==> config.mk <==
export PLATFORM = sky130hd
export DESIGN_NAME = fp_round_pack_unit
export DESIGN_NICKNAME = d
export VERILOG_FILES = /design/src/rtl/frp_pkg.sv /design/src/rtl/frp_norm.sv /design/src/rtl/fp_round_pack_unit.sv
export SDC_FILE = /design/constraint.sdc
export NUM_CORES = 1
export LEC_CHECK = 0
export BUFFER_PORTS_ARGS = -buffer_cell sky130_fd_sc_hd__buf_2
export CORE_MARGIN = 2
export CORE_UTILIZATION = 25
export CTS_CLUSTER_DIAMETER = 200
export DETAILED_ROUTE_END_ITERATION = 10
export GPL_TIMING_DRIVEN = 0
export MAX_ROUTING_LAYER = met4
export PLACE_DENSITY = 0.46
export SYNTH_ARGS = -nofsm -noshare
export SYNTH_HDL_FRONTEND = slang
export SYNTH_SLANG_ARGS = --single-unit
==> constraint.sdc <==
create_clock -name clk -period 7.1 [get_ports clk]
set_clock_uncertainty 0.2 [all_clocks]
set_input_delay 2.13 -clock clk [delete_from_list [all_inputs] [get_ports clk]]
set_output_delay 2.13 -clock clk [all_outputs]
set_load 0.02 [all_outputs]
==> src/rtl/frp_pkg.sv <==
`default_nettype none

package frp_pkg;

  // Binary point of the incoming mantissa sits after this bit.
  localparam int POINT_POSITION = 62;

  localparam int MANT_W   = 64;
  localparam int EXP_IN_W = 13;
  localparam int EXP_W    = 15;  // holds exponent_in plus the leading-one offset
  localparam int LZ_W     = 6;   // bit index into the mantissa
  localparam int SHIFT_W  = 7;   // denormalize shift, saturates at MANT_W
  localparam int FRAC_W   = 52;  // widest stored fraction (double)
  localparam int EXPF_W   = 11;  // widest exponent field (double)
  localparam int RES_W    = 64;

  typedef logic [1:0] prec_t;
  localparam prec_t PREC_HALF   = 2'd0;
  localparam prec_t PREC_SINGLE = 2'd1;
  localparam prec_t PREC_DOUBLE = 2'd2;

  typedef logic [2:0] rmode_t;
  localparam rmode_t RM_NEAREST   = 3'd0;
  localparam rmode_t RM_PLUS_INF  = 3'd1;
  localparam rmode_t RM_MINUS_INF = 3'd2;
  localparam rmode_t RM_ZERO      = 3'd3;
  localparam rmode_t RM_ODD       = 3'd4;

  typedef logic [1:0] cfg_idx_t;
  localparam cfg_idx_t CFG_FTZ      = 2'd0;
  localparam cfg_idx_t CFG_FTZ_HALF = 2'd1;
  localparam cfg_idx_t CFG_AHP      = 2'd2;
  localparam cfg_idx_t CFG_UFE      = 2'd3;

  // Alternative half saturation magnitude
  localparam logic [14:0] AHP_SAT = 15'h7FFF;

  typedef struct packed {
    logic ftz;
    logic ftz_half;
    logic ahp;
    logic ufe;
  } cfg_t;

  // Transaction leaving the normalize/denormalize stages
  typedef struct packed {
    logic              valid;
    logic              sign;
    prec_t             prec;
    rmode_t            mode;
    logic              zero;
    logic              flush;
    logic              unf;
    logic              rnd;
    logic              stk;
    logic [FRAC_W-1:0] frac;
    logic [EXP_W-1:0]  biased;
  } mid_t;

  function automatic logic signed [EXP_W-1:0] min_exp(prec_t p);
    logic signed [EXP_W-1:0] r;
    unique case (p)
      PREC_HALF:   r = EXP_W'(-14);
      PREC_SINGLE: r = EXP_W'(-126);
      default:     r = EXP_W'(-1022);
    endcase
    return r;
  endfunction

  // All-ones biased exponent of the format
  function automatic logic [EXPF_W-1:0] exp_max(prec_t p);
    logic [EXPF_W-1:0] r;
    unique case (p)
      PREC_HALF:   r = EXPF_W'(31);
      PREC_SINGLE: r = EXPF_W'(255);
      default:     r = EXPF_W'(2047);
    endcase
    return r;
  endfunction

  function automatic logic [FRAC_W-1:0] frac_mask(prec_t p);
    logic [FRAC_W-1:0] r;
    unique case (p)
      PREC_HALF:   r = FRAC_W'(52'h3FF);
      PREC_SINGLE: r = FRAC_W'(52'h7FFFFF);
      default:     r = '1;
    endcase
    return r;
  endfunction

  function automatic logic [RES_W-1:0] pack(prec_t p, logic s, logic [EXPF_W-1:0] e,
                                            logic [FRAC_W-1:0] f);
    logic [RES_W-1:0] r;
    unique case (p)
      PREC_HALF:   r = {48'b0, s, e[4:0], f[9:0]};
      PREC_SINGLE: r = {32'b0, s, e[7:0], f[22:0]};
      default:     r = {s, e[10:0], f[51:0]};
    endcase
    return r;
  endfunction

endpackage

`default_nettype wire

==> src/rtl/frp_norm.sv <==
`default_nettype none

module frp_norm (
  input  wire                                 clk,
  input  wire                                 rst_n,
  input  wire                                 in_valid,
  input  frp_pkg::cfg_t                       cfg,
  input  wire  [1:0]                          in_precision,
  input  wire                                 in_sign_in,
  input  wire  signed [frp_pkg::EXP_IN_W-1:0] in_exponent_in,
  input  wire  [frp_pkg::MANT_W-1:0]          in_mantissa_in,
  input  wire  [2:0]                          in_rounding_mode,
  output frp_pkg::mid_t                       mid
);
  import frp_pkg::*;

  function automatic logic [LZ_W-1:0] lead_one(logic [MANT_W-1:0] m);
    logic [LZ_W-1:0] h;
    h = '0;
    for (int i = 0; i < MANT_W; i++) begin
      if (m[i]) h = LZ_W'(i);
    end
    return h;
  endfunction

  // ---- stage 1: leading-one search
  logic                       v1_r;
  logic                       sign1_r;
  prec_t                      prec1_r;
  rmode_t                     mode1_r;
  logic signed [EXP_IN_W-1:0] exp1_r;
  logic [MANT_W-1:0]          m1_r;
  logic [LZ_W-1:0]            h1_r;
  logic                       zero1_r;

  always_ff @(posedge clk) begin
    if (!rst_n) begin
      v1_r <= 1'b0;
    end else begin
      v1_r <= in_valid;
    end
  end

  always_ff @(posedge clk) begin
    sign1_r <= in_sign_in;
    prec1_r <= in_precision;
    mode1_r <= in_rounding_mode;
    exp1_r  <= in_exponent_in;
    m1_r    <= in_mantissa_in;
    h1_r    <= lead_one(in_mantissa_in);
    zero1_r <= (in_mantissa_in == '0);
  end

  // ---- stage 2: normalize, exponent and tininess
  logic signed [EXP_W-1:0] expo_nxt;
  logic signed [EXP_W-1:0] mine_nxt;
  logic signed [EXP_W-1:0] dist_nxt;
  logic signed [EXP_W-1:0] bias_nxt;
  logic                    tiny_nxt;
  logic [SHIFT_W-1:0]      dsh_nxt;

  always_comb begin
    expo_nxt = EXP_W'(exp1_r) + EXP_W'(h1_r) - EXP_W'(POINT_POSITION);
    mine_nxt = min_exp(prec1_r);
    tiny_nxt = expo_nxt < mine_nxt;
    dist_nxt = mine_nxt - expo_nxt;
    bias_nxt = expo_nxt - mine_nxt + EXP_W'(1);
    if (!tiny_nxt) begin
      dsh_nxt = '0;
    end else if (|dist_nxt[EXP_W-1:LZ_W]) begin
      dsh_nxt = SHIFT_W'(MANT_W);
    end else begin
      dsh_nxt = {1'b0, dist_nxt[LZ_W-1:0]};
    end
  end

  logic               v2_r;
  logic               sign2_r;
  prec_t              prec2_r;
  rmode_t             mode2_r;
  logic               zero2_r;
  logic               tiny2_r;
  logic               flush2_r;
  logic [MANT_W-1:0]  norm2_r;
  logic [SHIFT_W-1:0] dsh2_r;
  logic [EXP_W-1:0]   bias2_r;

  always_ff @(posedge clk) begin
    if (!rst_n) begin
      v2_r <= 1'b0;
    end else begin
      v2_r <= v1_r;
    end
  end

  always_ff @(posedge clk) begin
    sign2_r  <= sign1_r;
    prec2_r  <= prec1_r;
    mode2_r  <= mode1_r;
    zero2_r  <= zero1_r;
    tiny2_r  <= tiny_nxt;
    flush2_r <= tiny_nxt && ((prec1_r == PREC_HALF) ? cfg.ftz_half : cfg.ftz);
    norm2_r  <= m1_r << (LZ_W'(MANT_W - 1) - h1_r);
    dsh2_r   <= dsh_nxt;
    bias2_r  <= tiny_nxt ? '0 : bias_nxt;
  end

  // ---- stage 3: denormalize, round and sticky bits
  logic [MANT_W-1:0] shifted;
  logic [MANT_W-1:0] lost_mask;
  logic              lost;
  logic [FRAC_W-1:0] frac_nxt;
  logic              rnd_nxt;
  logic              stk_nxt;

  always_comb begin
    shifted   = norm2_r >> dsh2_r;
    lost_mask = ~({MANT_W{1'b1}} << dsh2_r);
    lost      = |(norm2_r & lost_mask);
    unique case (prec2_r)
      PREC_HALF: begin
        frac_nxt = FRAC_W'(shifted[62:53]);
        rnd_nxt  = shifted[52];
        stk_nxt  = (|shifted[51:0]) | lost;
      end
      PREC_SINGLE: begin
        frac_nxt = FRAC_W'(shifted[62:40]);
        rnd_nxt  = shifted[39];
        stk_nxt  = (|shifted[38:0]) | lost;
      end
      default: begin
        frac_nxt = shifted[62:11];
        rnd_nxt  = shifted[10];
        stk_nxt  = (|shifted[9:0]) | lost;
      end
    endcase
  end

  logic v3_r;
  mid_t mid_r;

  always_ff @(posedge clk) begin
    if (!rst_n) begin
      v3_r <= 1'b0;
    end else begin
      v3_r <= v2_r;
    end
  end

  always_ff @(posedge clk) begin
    mid_r.valid  <= 1'b0;
    mid_r.sign   <= sign2_r;
    mid_r.prec   <= prec2_r;
    mid_r.mode   <= mode2_r;
    mid_r.zero   <= zero2_r;
    mid_r.flush  <= flush2_r;
    mid_r.unf    <= tiny2_r && (rnd_nxt || stk_nxt || cfg.ufe);
    mid_r.rnd    <= rnd_nxt;
    mid_r.stk    <= stk_nxt;
    mid_r.frac   <= frac_nxt;
    mid_r.biased <= bias2_r;
  end

  always_comb begin
    mid       = mid_r;
    mid.valid = v3_r;
  end

endmodule

`default_nettype wire

==> src/rtl/fp_round_pack_unit.sv <==
`default_nettype none

// Round-and-pack unit: takes an unpacked value (sign, signed exponent of
// mantissa bit 62, 64-bit mantissa, zero giving a signed zero) and returns it rounded and packed
// as binary16, binary32 or binary64 in the low bits of out_packed_result,
// together with invalid, overflow, underflow and inexact flags.
//
// Input channel: a transaction is taken at each rising edge with start high
// and busy low. busy is always low, so one transaction enters every cycle.
// Result channel: out_valid is high for exactly one cycle per transaction;
// the result of a transaction is registered through S1 to S5 below and is
// driven from the S5 output registers (one result per cycle sustained).
// Results leave in the order the transactions came in.
// The receiver cannot stall: results are never held and no handshake back.
//
// Pipeline: S1 leading-one search, S2 normalize shift and exponent/tiny
// check, S3 denormalize shift with round/sticky extraction, S4 rounding
// increment, S5 exponent carry, overflow handling and packing (output regs).
//
// Config: cfg_we writes cfg_wdata into register cfg_index (0 flush-to-zero,
// 1 half flush-to-zero, 2 alternative half, 3 underflow enable). Write only
// while no transaction is in flight. Synchronous reset (rst_n low) clears
// the config registers and all pipeline valid bits.

module fp_round_pack_unit (
  input  wire                                 clk,
  input  wire                                 rst_n,
  input  wire                                 start,
  output logic                                busy,
  input  wire  [1:0]                          in_precision,
  input  wire                                 in_sign_in,
  input  wire  signed [frp_pkg::EXP_IN_W-1:0] in_exponent_in,
  input  wire  [frp_pkg::MANT_W-1:0]          in_mantissa_in,
  input  wire  [2:0]                          in_rounding_mode,
  output logic                                out_valid,
  output logic [frp_pkg::RES_W-1:0]           out_packed_result,
  output logic                                out_invalid_flag,
  output logic                                out_overflow_flag,
  output logic                                out_underflow_flag,
  output logic                                out_inexact_flag,
  input  wire                                 cfg_we,
  input  wire  [1:0]                          cfg_index,
  input  wire                                 cfg_wdata
);
  import frp_pkg::*;

  // Fully pipelined, never back-pressures
  assign busy = 1'b0;

  // ---- configuration registers
  cfg_t cfg_r;

  always_ff @(posedge clk) begin
    if (!rst_n) begin
      cfg_r <= '0;
    end else if (cfg_we) begin
      unique case (cfg_index)
        CFG_FTZ:      cfg_r.ftz      <= cfg_wdata;
        CFG_FTZ_HALF: cfg_r.ftz_half <= cfg_wdata;
        CFG_AHP:      cfg_r.ahp      <= cfg_wdata;
        CFG_UFE:      cfg_r.ufe      <= cfg_wdata;
        default:      cfg_r          <= cfg_r;
      endcase
    end
  end

  // ---- stages 1..3
  mid_t mid;

  frp_norm u_norm (
    .clk              (clk),
    .rst_n            (rst_n),
    .in_valid         (start && !busy),
    .cfg              (cfg_r),
    .in_precision     (in_precision),
    .in_sign_in       (in_sign_in),
    .in_exponent_in   (in_exponent_in),
    .in_mantissa_in   (in_mantissa_in),
    .in_rounding_mode (in_rounding_mode),
    .mid              (mid)
  );

  // ---- stage 4: rounding decision and fraction increment
  logic              err;
  logic              round_up;
  logic              to_inf;
  logic [FRAC_W-1:0] fmask;
  logic [FRAC_W-1:0] frac_nxt;
  logic              carry_nxt;

  always_comb begin
    err   = mid.rnd | mid.stk;
    fmask = frac_mask(mid.prec);
    unique case (mid.mode)
      RM_NEAREST: begin
        round_up = mid.rnd & (mid.stk | mid.frac[0]);
        to_inf   = 1'b1;
      end
      RM_PLUS_INF: begin
        round_up = err & ~mid.sign;
        to_inf   = ~mid.sign;
      end
      RM_MINUS_INF: begin
        round_up = err & mid.sign;
        to_inf   = mid.sign;
      end
      default: begin
        // toward zero, to odd, and unused codes truncate; to odd then sets the LSB when inexact
        round_up = 1'b0;
        to_inf   = 1'b0;
      end
    endcase
    // all-ones fraction rolls over into the exponent
    carry_nxt = round_up && (mid.frac == fmask);
    frac_nxt  = (mid.frac + FRAC_W'(round_up)) & fmask;
    if (mid.mode == RM_ODD && err) frac_nxt[0] = 1'b1;
  end

  logic              v4_r;
  logic              sign4_r;
  prec_t             prec4_r;
  logic              zero4_r;
  logic              flush4_r;
  logic              unf4_r;
  logic              err4_r;
  logic              to_inf4_r;
  logic [FRAC_W-1:0] frac4_r;
  logic              carry4_r;
  logic [EXP_W-1:0]  bias4_r;

  always_ff @(posedge clk) begin
    if (!rst_n) begin
      v4_r <= 1'b0;
    end else begin
      v4_r <= mid.valid;
    end
  end

  always_ff @(posedge clk) begin
    sign4_r   <= mid.sign;
    prec4_r   <= mid.prec;
    zero4_r   <= mid.zero;
    flush4_r  <= mid.flush;
    unf4_r    <= mid.unf;
    err4_r    <= err;
    to_inf4_r <= to_inf;
    frac4_r   <= frac_nxt;
    carry4_r  <= carry_nxt;
    bias4_r   <= mid.biased;
  end

  // ---- stage 5: exponent carry, overflow and packing
  logic [EXP_W-1:0]  bias_f;
  logic [EXPF_W-1:0] emax;
  logic              ahp;
  logic [RES_W-1:0]  res_nxt;
  logic              inv_nxt;
  logic              ovf_nxt;
  logic              unf_nxt;
  logic              inx_nxt;

  always_comb begin
    bias_f  = bias4_r + EXP_W'(carry4_r);
    emax    = exp_max(prec4_r);
    ahp     = (prec4_r == PREC_HALF) && cfg_r.ahp;
    res_nxt = pack(prec4_r, sign4_r, bias_f[EXPF_W-1:0], frac4_r);
    inv_nxt = 1'b0;
    ovf_nxt = 1'b0;
    unf_nxt = unf4_r;
    inx_nxt = err4_r;
    priority if (zero4_r) begin
      res_nxt = pack(prec4_r, sign4_r, '0, '0);
      unf_nxt = 1'b0;
      inx_nxt = 1'b0;
    end else if (flush4_r) begin
      res_nxt = pack(prec4_r, sign4_r, '0, '0);
      unf_nxt = 1'b1;
      inx_nxt = 1'b0;
    end else if (ahp) begin
      // no infinities: saturate and signal invalid
      if (bias_f > EXP_W'(emax)) begin
        res_nxt = {48'b0, sign4_r, AHP_SAT};
        inv_nxt = 1'b1;
        inx_nxt = 1'b0;
      end
    end else if (bias_f >= EXP_W'(emax)) begin
      res_nxt = to_inf4_r ? pack(prec4_r, sign4_r, emax, '0)
                          : pack(prec4_r, sign4_r, emax - EXPF_W'(1), frac_mask(prec4_r));
      ovf_nxt = 1'b1;
      inx_nxt = 1'b1;
    end
  end

  logic             out_valid_r;
  logic [RES_W-1:0] res_r;
  logic             inv_r;
  logic             ovf_r;
  logic             unf_r;
  logic             inx_r;

  always_ff @(posedge clk) begin
    if (!rst_n) begin
      out_valid_r <= 1'b0;
    end else begin
      out_valid_r <= v4_r;
    end
  end

  always_ff @(posedge clk) begin
    res_r <= res_nxt;
    inv_r <= inv_nxt;
    ovf_r <= ovf_nxt;
    unf_r <= unf_nxt;
    inx_r <= inx_nxt;
  end

  assign out_valid          = out_valid_r;
  assign out_packed_result  = res_r;
  assign out_invalid_flag   = inv_r;
  assign out_overflow_flag  = ovf_r;
  assign out_underflow_flag = unf_r;
  assign out_inexact_flag   = inx_r;

endmodule

`default_nettype wire
**Word level (Yosys, flattened, before mapping)**

Index checks and enable logic that the tools add are counted.

- Input port bits: 90
- Logic and storage cells: 218
- Output and inout port bits: 70
- Register bits: 416

- Reduce and logical (&&, ||, !) cells: 32
- Add/sub/neg operators: 9
- Mux-type cells: 89
- Shift-type cells: 3
- Bitwise logic cells: 14
- Equality and inequality tests: 11
- $lt $le $gt $ge: 3

Operators with widths:

| kind | count |
|---|---|
| $pmux 64 s2 | 4 |
| $mux 64 | 6 |
| $pmux 52 s2 | 3 |
| $mux 5 | 32 |
| $and 64x64->64 | 1 |
| $logic_not 64->1 | 1 |
| $mux 4 | 16 |
| $not 64->64 | 1 |
| $reduce_or 64->1 | 1 |
| $shl 64x6->64 | 1 |
| $shl 64x7->64 const A | 1 |
| $shr 64x7->63 | 1 |
| $add 52x1->52 | 1 |
| $and 52x52->52 | 1 |
| $eq 52x52->1 | 1 |
| $reduce_or 52->1 | 1 |
| $reduce_or 39->1 | 1 |
| $reduce_or 32->1 | 1 |
| $mux 3 | 8 |
| $pmux 11 s2 | 1 |
| $pmux 10 s2 | 1 |
| $reduce_or 10->1 | 2 |
| $reduce_or 16->1 | 1 |
| $add 15x1->15 | 1 |
| 33 further kinds | 73 |

**Logic depth before layout (Yosys ltp)**

- Depth in word-level cells: 62
- Mapped depth: 21
- Mapped depth without buffers: 20

**Cells and area by module**

A second synthesis with hierarchy kept.

- Cell total of the unflattened synthesis: 2653
- Area total of the unflattened synthesis: 23537.6 µm²

By module, submodules not included:

| module | instances | seq. area each (µm²) | cells an instance | area each (µm²) |
|---|---|---|---|---|
| frp_norm | 1 | 5325.1 | 1984 | 17405.4 |
| fp_round_pack_unit | 1 | 3002.9 | 669 | 6132.1 |

**Least setup slack after synthesis**

Ideal clock, no wire load.

- Path kind: reg-to-reg
- Start: register u_norm.h1_r[0]
- End: register u_norm.dsh2_r[5]
- Setup time: 0.096 ns
- Required time: 6.804 ns
- Cell stages (with the launch flop): 20
- Period minus slack after synthesis: 4.667 ns
- Data arrival time: 4.370 ns
- Path buffers: 0
- Slack: 2.433 ns
- Path through: dfxtp_1 ha_1 fa_1 a21o_1 a21o_1 a211oi_1 or2_2 a21oi_1 a311oi_1 xor2_1 inv_1 ha_1 nor2_1 a211o_1 o31ai_1 nor2b_1 mux2i_1 a31oi_1 o211ai_1 nor4b_1

- Word-level cells in the longest chain between the ends: 5
- Elaborated cells between the ends (all ways): 6
- Classes of those cells: add/sub (3); order compare (1); bitwise (1); reduce/logical (1)

RTL lines:

| element | RTL line | RTL |
|---|---|---|
| start, declared | frp_norm.sv:33 | `logic [LZ_W-1:0] h1_r;` |
| start signal, assigned | frp_norm.sv:50 | `h1_r <= lead_one(in_mantissa_in);` |
| $add 13x7->14 * | frp_norm.sv:63 | `expo_nxt = EXP_W'(exp1_r) + EXP_W'(h1_r) - EXP_W'(POINT_POSITION);` |
| $sub 15x6->15 * | frp_norm.sv:63 |  |
| $lt 15x11->1 | frp_norm.sv:65 | `tiny_nxt = expo_nxt < mine_nxt;` |
| $not 1->1 (no line) | -- |  |
| $reduce_or 10->1 (no line) | -- |  |
| end signal, assigned | frp_norm.sv:104 | `dsh2_r <= dsh_nxt;` |
| end, declared | frp_norm.sv:85 | `logic [SHIFT_W-1:0] dsh2_r;` |

Every way passes the cells marked *; elsewhere a longest branch is shown, timed or not.
A chain may end at the register's enable or synchronous reset.

**Worst setup path after layout**

Same ends and word-level chain as after synthesis.

==> run metrics <==
status finished clean; maximum VDD drop around 0.16 mV; Longest Clk Path Bufs 3; Reg clk slew, reported paths ~0.06 ns; final max-slew violation count 0; DR vias/cell 5.10; Top Ports between 150 and 200; CTS tree done; relative slew slack a little under a quarter; crit path DAT 6.17 ns; Fmax ~170 MHz; drt wl/cell ~21 um; Adder-Cell Fraction of Synth Area 2.75%; post-synthesis mux area share between 10% and 20%; layout cells sized above 1 15.4%; initial antenna violation count 0; hold crit path type reg -> reg; Detailed Routing Iterations Pass 1 8; FF-to-FF setup slack 1.17 ns; overall global routing resource usage ~18%; CP max-delay cell a211oi_1; syn avg cell area a little under 9 um2; GRT overflow 0; Yosys warning total 0; FFs w/ async S/R, synth 0%; Pleak between 10 and 15 nW; element type at the critical path start flop; Synth Flop Type dfxtp_1; critical path class reg -> reg; largest family of logic cells by synthesized area simple AND/OR/NAND/NOR gates; Least-Margin Pin Slew 1.12 ns; Cell Area, Synth ~23000 um2; Clock Tree Root clkbuf_16; port bufs around 160; part of the Yosys area used for sequential elements ~36%; CP Capture Type flop; Final Hold Violating Endpoints 0; Worst EP required between 7 and 8 ns; Core Util, Final roughly 30%; pin count of the biggest net entering global routing 15; first-pass GRT wire length roughly 130 mm; top-area cell type share of the netlist area ~36%; vias in the first global route 20.3k; Die X just over 300 um; complex-gate fraction of the synthesized area 16.3%; Final nets 2958; row cnt between 100 and 150; syn nets roughly 2.8k; placed wire-length estimate ~69 mm; non-filler cells, final approximately 4.1k; Tmin final slightly below 6 ns; CTS HTree Levels 2; cts bufs inserted 46; commonest non-fill, non-tap cell in the layout dfxtp_1; Synth area leaders dfxtp_1 36%, mux4_2 11%, nor2_1 4.8%, nand2_1 4.7%, mux2i_1 4.4%; library cells used by synthesis 91; Post-DP Area approximately 26000 um2; post-synthesis instance total between 2k and 3k; area delta synth->final 17.2%; Setup TNS Final 0 ns; CTS Hold Bufs 0; biggest area consumer among synthesized cells dfxtp_1; cell breakdown of the critical path ha_1, fa_1, a21o_1, a21o_1, a211oi_1, or2_2, a21oi_1, a311oi_1, xor2_1, inv_1, ha_1, nand2_1, o21ai_0, and4b_1, nor2b_1, mux2i_1, a31oi_1, o211ai_1, nor4b_1; Post-Synth Simple-Gate Area between 10% and 20%; final setup fails 0; antenna viol nets, final 0; Final period util a little over four fifths; Post-CTS Setup Bufs 0; gpl congestion 0.978; post-cts sizing count 0; CP Max Fanout 8; Worst-Skew Late Latency a little over 0.6 ns; PD cells 269 nW/um2; CTS sink cnt ~420; Vias 20.9k; DRC 0; Iter 0 DRT Violations between 1.5k and 2k; final wirelength between 80 and 90 mm; Core Box Area between 90000 and 100000 um2; Post-synth EDFFs 0; placed cells roughly 4k; most frequent cells in the layout 416 x dfxtp_1, 296 x nor2_1, 290 x nand2_1; initial core utilization about 25%; Max Cap Viol 0; die height ~310 um; die area roughly 95000 um2; XOR/XNOR share of the synthesized area under 10%; post-route cell area 27200 um2; Synth Register Bits roughly 420; CP max stage delay 0.73 ns; RSZ-0062 raised after global routing false
where the power goes:
part	internal, mW	leakage [nW]	switching (mW)	total (mW)
Combinational	0.717	6.28	1.17	1.89
Sequential	2.67	3.47	0.220	2.89
Clock	1.52	0.807	1.01	2.53
area by class of cell:
type | count | area, um2
Buffer | 175 | 749
Antenna cell | 1 | 2.50
Clock buffer | 61 | 1290
Fill cell | 9885 | 64600
Tap cell | 1243 | 1560
Clock inverter | 25 | 358
Inverter | 58 | 218
Multi-Input combinational cell | 1965 | 13900
Timing Repair Buffer | 158 | 791
Sequential cell | 416 | 8330
state kept, by name, summed over array words and instances (netlist names), 3 cells and up:
| signal | flops |
|---|---|
| u_norm.norm2_r | 64 |
| u_norm.exp1_r | 13 |
| u_norm.m1_r | 64 |
| u_norm.h1_r | 6 |
| bias4_r | 15 |
| u_norm.mode2_r | 3 |
| u_norm.mode1_r | 3 |
| u_norm.bias2_r | 15 |
| u_norm.dsh2_r | 7 |
| out_packed_result | 64 |
| cfg_r | 4 |
| u_norm.mid | 78 |
| frac4_r | 52 |
synth_stat cells, drive strengths merged (11+ instances only):
library cell,instances
nor4,34
nand4,26
a21oi,142
or2,17
a22oi,18
nand2,290
o21a,47
a31oi,16
nor3,78
nand2b,11
o31ai,19
o22ai,39
dfxtp,416
inv,54
o21ai,154
nor2,297
and3,26
xor2,37
a211oi,32
nor2b,41
and2,37
clkbuf,120
mux2i,102
xnor2,47
o211ai,18
mux2,50
buf,55
or3,19
mux4,114
nand3,55
a21o,11
ha,47
metal layers:
| metal | wire, um | share of wire (%) | GRT usage (%) | vias up |
|---|---|---|---|---|
| li1 | - | - | - | 9948 |
| met1 | 36500 | 43 | 22.3 | 9920 |
| met2 | 40200 | 47 | 29.6 | 836 |
| met3 | 4350 | 5.1 | 2.23 | 218 |
| met4 | 4340 | 5.1 | 8.58 | 0 |
| met5 | 0 | 0 | - | - |
logic make-up after synthesis:
family	count (synthesis)
AOI/OAI and AO/OA	593
xor gates and xnor gates	84
adders and majority gates	51
buffers and inverters	233
DFF	416
muxes	266
other	1
and+or+nand+nor	970
worst max-delay path: cells and delay by family (launching register included):
kind	cells	cell delay (ns)
flops	1	0.35
mux	1	0.08
simple gates	5	1.42
buf+inv	1	0.07
fa+ha+maj	3	1.08
compound gates	8	2.29
xor+xnor	1	0.27
final timing paths:
kind / startpoint / endpoint / depth (start not counted)
setup reg to reg: u_norm.h1_r[0]$_SDFF_PP1_ / u_norm.dsh2_r[5]$_SDFF_PP0_ / 19
hold / removal: u_norm.bias2_r[12]$_SDFF_PP0_ / u_norm.mid[12]$_DFF_P_ / 0
setup / recovery: u_norm.h1_r[0]$_SDFF_PP1_ / u_norm.dsh2_r[5]$_SDFF_PP0_ / 19
hold reg to reg: u_norm.bias2_r[12]$_SDFF_PP0_ / u_norm.mid[12]$_DFF_P_ / 0
per-stage QoR:
stage	setup slack, ns	hold slack [ns]	total power, mW
floorplan	2.43	0.110	4.12
global placement	1.10	0.111	4.82
detailed placement	1.13	0.112	4.81
CTS	1.11	0.121	7.37
global route	0.642	0.124	7.68
finish	1.17	0.123	7.30
No activity file was read; power rests on OpenSTA's default activity.
